## config.mk

```make
export PLATFORM = sky130hd
export DESIGN_NAME = dsgc_ram
export DESIGN_NICKNAME = d
export VERILOG_FILES = /design/src/rtl/dsgc_ram.sv
export SDC_FILE = /design/constraint.sdc
export NUM_CORES = 1
export LEC_CHECK = 0
export CAP_MARGIN = 20
export CELL_PAD_IN_SITES_DETAIL_PLACEMENT = 1
export CELL_PAD_IN_SITES_GLOBAL_PLACEMENT = 1
export CORE_ASPECT_RATIO = 0.5
export CORE_UTILIZATION = 48
export CTS_BUF_LIST = sky130_fd_sc_hd__clkbuf_8
export CTS_CLUSTER_SIZE = 28
export DETAILED_ROUTE_END_ITERATION = 8
export DONT_BUFFER_PORTS = 1
export PLACE_DENSITY = 0.79
export SKIP_CTS_REPAIR_TIMING = 1
export SYNTH_ARGS = -nofsm -noshare
export SYNTH_HDL_FRONTEND = slang
export SYNTH_SLANG_ARGS = --single-unit
export TNS_END_PERCENT = 100
```

## constraint.sdc

```tcl
create_clock -name clk -period 2.2 [get_ports clk]
set_clock_uncertainty 0.2 [all_clocks]
set_input_delay 0.11 -clock clk [delete_from_list [all_inputs] [get_ports clk]]
set_output_delay 0.11 -clock clk [all_outputs]
set_load 0.005 [all_outputs]
```

## src/rtl/dsgc_ram.sv

```systemverilog
// Generic simple dual-port RAM: one write port, one registered read port.
module dsgc_ram #(
  parameter int WIDTH = 8,
  parameter int DEPTH = 16
) (
  input  logic                     clk,
  input  logic                     we,
  input  logic [$clog2(DEPTH)-1:0] waddr,
  input  logic [WIDTH-1:0]         wdata,
  input  logic [$clog2(DEPTH)-1:0] raddr,
  output logic [WIDTH-1:0]         rdata
);

  logic [WIDTH-1:0] mem_r [DEPTH];
  logic [WIDTH-1:0] rdata_r;

  always_ff @(posedge clk) begin
    if (we) begin
      mem_r[waddr] <= wdata;
    end
    rdata_r <= mem_r[raddr];
  end

  assign rdata = rdata_r;

endmodule

```

## Yosys cells after proc, flatten, opt, wreduce, memory -nomap -nowiden

Memories as Yosys holds them, arrays and structs flattened. A register that Yosys moved wholly into a read port is not among the register bits.
Cells that the tools add are included.

- Bits in registers: 0
- RAM bits: 128
- Bits of input ports: 18
- Logic and storage cells: 3
- Memories kept: 1

Memories:

| name | depth | width | rd ports | clocked after memory_dff | write ports | RTL line | text |
|---|---|---|---|---|---|---|---|
| mem_r | 16 | 8 | 1 | 1 | 1 | 14 | `logic [WIDTH-1:0] mem_r [DEPTH];` |

- Mux-type cells: 2

Operators with widths:

| kind | count |
|---|---|
| 1-bit 2-to-1 mux | 2 |

## Longest topological paths before layout

- Depth after elaboration: 2
- Depth in mapped cells: 5
- Gate-level depth less buffers: 3

## Least setup slack after synthesis

OpenSTA, ideal clock, no wires.

- Path type: in2reg
- Start point: in waddr[2]
- End point: mem mem_r[0][0] (enable)
- Library setup time: 0.383 ns
- Data arrival time: 1.220 ns
- Data required time: 1.617 ns
- Slack: 0.397 ns
- Stages: 2
- Buffers on the path: 0
- Cells stage by stage: or3b_2 -> nor3_1

RTL lines:

| what | RTL line | text |
|---|---|---|
| start, declared | 8 | `input logic [$clog2(DEPTH)-1:0] waddr,` |
| end, declared | 14 |  |

No word-level cell before the write port.

## Final worst setup path

- Start point: in waddr[3]
- End point: mem mem_r[0][7] (enable)

No word-level cell before the write port.

==> impl_metrics.json <==
{
  "cts_tree": "done",
  "clk_path_buf_depth": 2,
  "gp_congestion": 0.730,
  "cts_max_level": 4,
  "required_ns": 2.14,
  "grt_util_all_layers_pct": 20.9,
  "utilization_pct": 57.7,
  "grt_pass1_wl_um": 15200,
  "clk_latency_ns": 0.45,
  "grt_start_max_net_pins": 33,
  "coreArea_um2": 10300,
  "mostFrequentLayoutCells": "edfxtp_1, mux4_2, dlygate4sd3_1",
  "arrival_ns": 2.07,
  "finalSetupTns_ns": 0,
  "period_needed_ns": 2.13,
  "slew_violations": 0,
  "placement.io_buffers": 0,
  "reg2reg_to": "rdata[7]",
  "yosysUniqueCellTypes": 19,
  "pwr_density_cell_nw_per_um2": 856,
  "place_hpwl_um": 6620,
  "peakVddDrop_mv": 0.346,
  "slowest_delay_ns": 0.58,
  "vias_per_cell": 5.90,
  "cts_inserted_buffers": 17,
  "postPlaceCellArea_um2": 5360,
  "hold_depth": 3,
  "final_common_cell": "edfxtp_1",
  "met3_usage_pct": 6.12,
  "die_h_um": 75.2,
  "cp_common_cell": "dlygate4sd3_1",
  "setup_viol": 0,
  "wl_per_cell_um": 27.9,
  "netlist_instances": 229,
  "ios": 26,
  "initial_core_util_pct": 49.9,
  "power_mw": 5.09,
  "worst_pin_slew_ns": 0.746,
  "fin_area_um2": 5950,
  "worstPathMaxFanout": 8,
  "clk_pin_slew_ns": 0.08,
  "totalWireLength_um": 12000,
  "startpoint_type": "primary input",
  "busiest_layer": "met2",
  "cap_violations": 0,
  "first_iter_violations": 272,
  "die_x_um": 148,
  "die_area_um2": 11200,
  "r2r_start": "mem_r[4][7]",
  "syn_nets": 247,
  "first_pass_iters": 4,
  "path_cells": "dlygate4sd3_1, or3b_2, nor3_1, dlygate4sd3_1, buf_4",
  "hold_violations": 0,
  "reg2regPathDepth": 4,
  "syn-cell-area_um2": 5150,
  "synth_seq_area_share_pct": 77.8,
  "antenna_found_initial": 0,
  "overflow": 0,
  "slew_headroom_pct": 50.1,
  "fmax_ghz": 0.469,
  "reg2reg_slack_ns": 0.19,
  "drive_gt1_share_pct": 22.2,
  "holdPathEnd": "mem_r[15][3]",
  "critPathTopFamily": "buffers and inverters",
  "grtUsageMet1_pct": 28.3,
  "grt_pass1_vias": 2407,
  "area_growth_pct": 15.6,
  "final_nets": 293,
  "routed-via-count": 2532,
  "cpMaxStageDelayCell": "dlygate4sd3_1",
  "ys_ff_latch": 136,
  "yosysWarnings": 0,
  "outcome": "completed",
  "leakage_nw": 1.98,
  "drc": 0,
  "final.period_utilization_pct": 96.9,
  "ant_nets": 0,
  "numClockSinks": 136,
  "num_rows": 26,
  "hold_start": "waddr[2]",
  "clock-root-buffer": "clkbuf_8",
  "rsz0062_at_grt": "false",
  "crit_type": "primary input to register",
  "cp_num_buf_inv": 3,
  "avgSynthCellArea_um2": 22.5,
  "endpoint_kind": "register",
  "grt_use_met2_pct": 33.4,
  "hp-class": "primary input to register"
}
==> worst max path at each step <==
stage,from,end,cells after the start,slack (ns)
after floorplan,waddr[2],mem_r[0][0],2,0.40
after global placement,mem_r[9][4],rdata[4],3,0.59
after detailed placement,mem_r[10][4],rdata[4],3,0.56
after CTS,mem_r[10][4],rdata[4],3,0.55
after global routing,waddr[3],mem_r[0][7],5,0.06
final,waddr[3],mem_r[0][7],5,0.07
==> where the power goes <==
group / total [mW] / leakage, nW / internal, mW / switching [mW]
sequential: 2.92 / 1.22 / 2.90 / 0.0249
combinational: 0.269 / 0.562 / 0.118 / 0.151
clock: 1.90 / 0.195 / 0.967 / 0.934
total: 5.09 / 1.98 / 3.98 / 1.11
==> flip-flops by register name (all words and copies together), names as in the netlist <==
| signal | cells |
|---|---|
| mem_r | 128 |
| rdata | 8 |
==> Yosys cell counts <==
master | instances | area [um2]
buf_2 | 3 | 15.0
mux4_1 | 14 | 368
a22oi_1 | 16 | 120
nand2_1 | 9 | 33.8
edfxtp_1 | 128 | 3840
or3b_2 | 1 | 8.76
buf_4 | 1 | 7.51
buf_6 | 3 | 33.8
nor2b_1 | 1 | 6.26
nor3_1 | 4 | 20.0
nand3_1 | 1 | 5.00
nor2_1 | 13 | 48.8
dfxtp_1 | 8 | 160
nand2b_1 | 2 | 12.5
mux4_2 | 18 | 405
and2b_1 | 1 | 7.51
and2_1 | 1 | 6.26
nand3b_1 | 2 | 15.0
clkdlybuf4s25_2 | 3 | 30.0
==> tightest hold or removal path: stages <==
cell     delay [ns]
nand3_1        0.11
nor2_1         0.06
buf_4          0.19
==> cells by family (layout without fill, tap and decap cells) <==
logic type	after synthesis	count (layout)	synth area share (%)
other	0	1	0
DFF	136	136	77.8
and+or+nand+nor	35	35	3.18
buffers and inverters	10	69	1.68
AOI/OAI and AO/OA	16	16	2.33
muxes	32	32	15.0
==> layer usage <==
metal / wire length (um) / part of all wire [%]
met1: 5220 / 44
met2: 5580 / 47
met3: 1030 / 8.6
met4: 139 / 1.2
met5: 0 / 0
==> final cells by class <==
type,count,area (um2)
Multi-Input combinational cell,83,1060
Antenna cell,1,2.50
Clock buffer,17,234
Tap cell,140,175
Timing Repair Buffer,37,355
Fill cell,877,4360
Sequential cell,136,4000
Clock inverter,15,120
==> per-stage QoR <==
step                hold WS, ns  instances  worst slack, ns
finish                  0.00153        429           0.0685
global route           -0.00747        428           0.0594
CTS                      -0.452        408            0.551
detailed placement      0.00940        376            0.558
global placement        0.00955        376            0.591
floorplan               0.00887        229            0.397
Power figures use the tool's default switching activity.
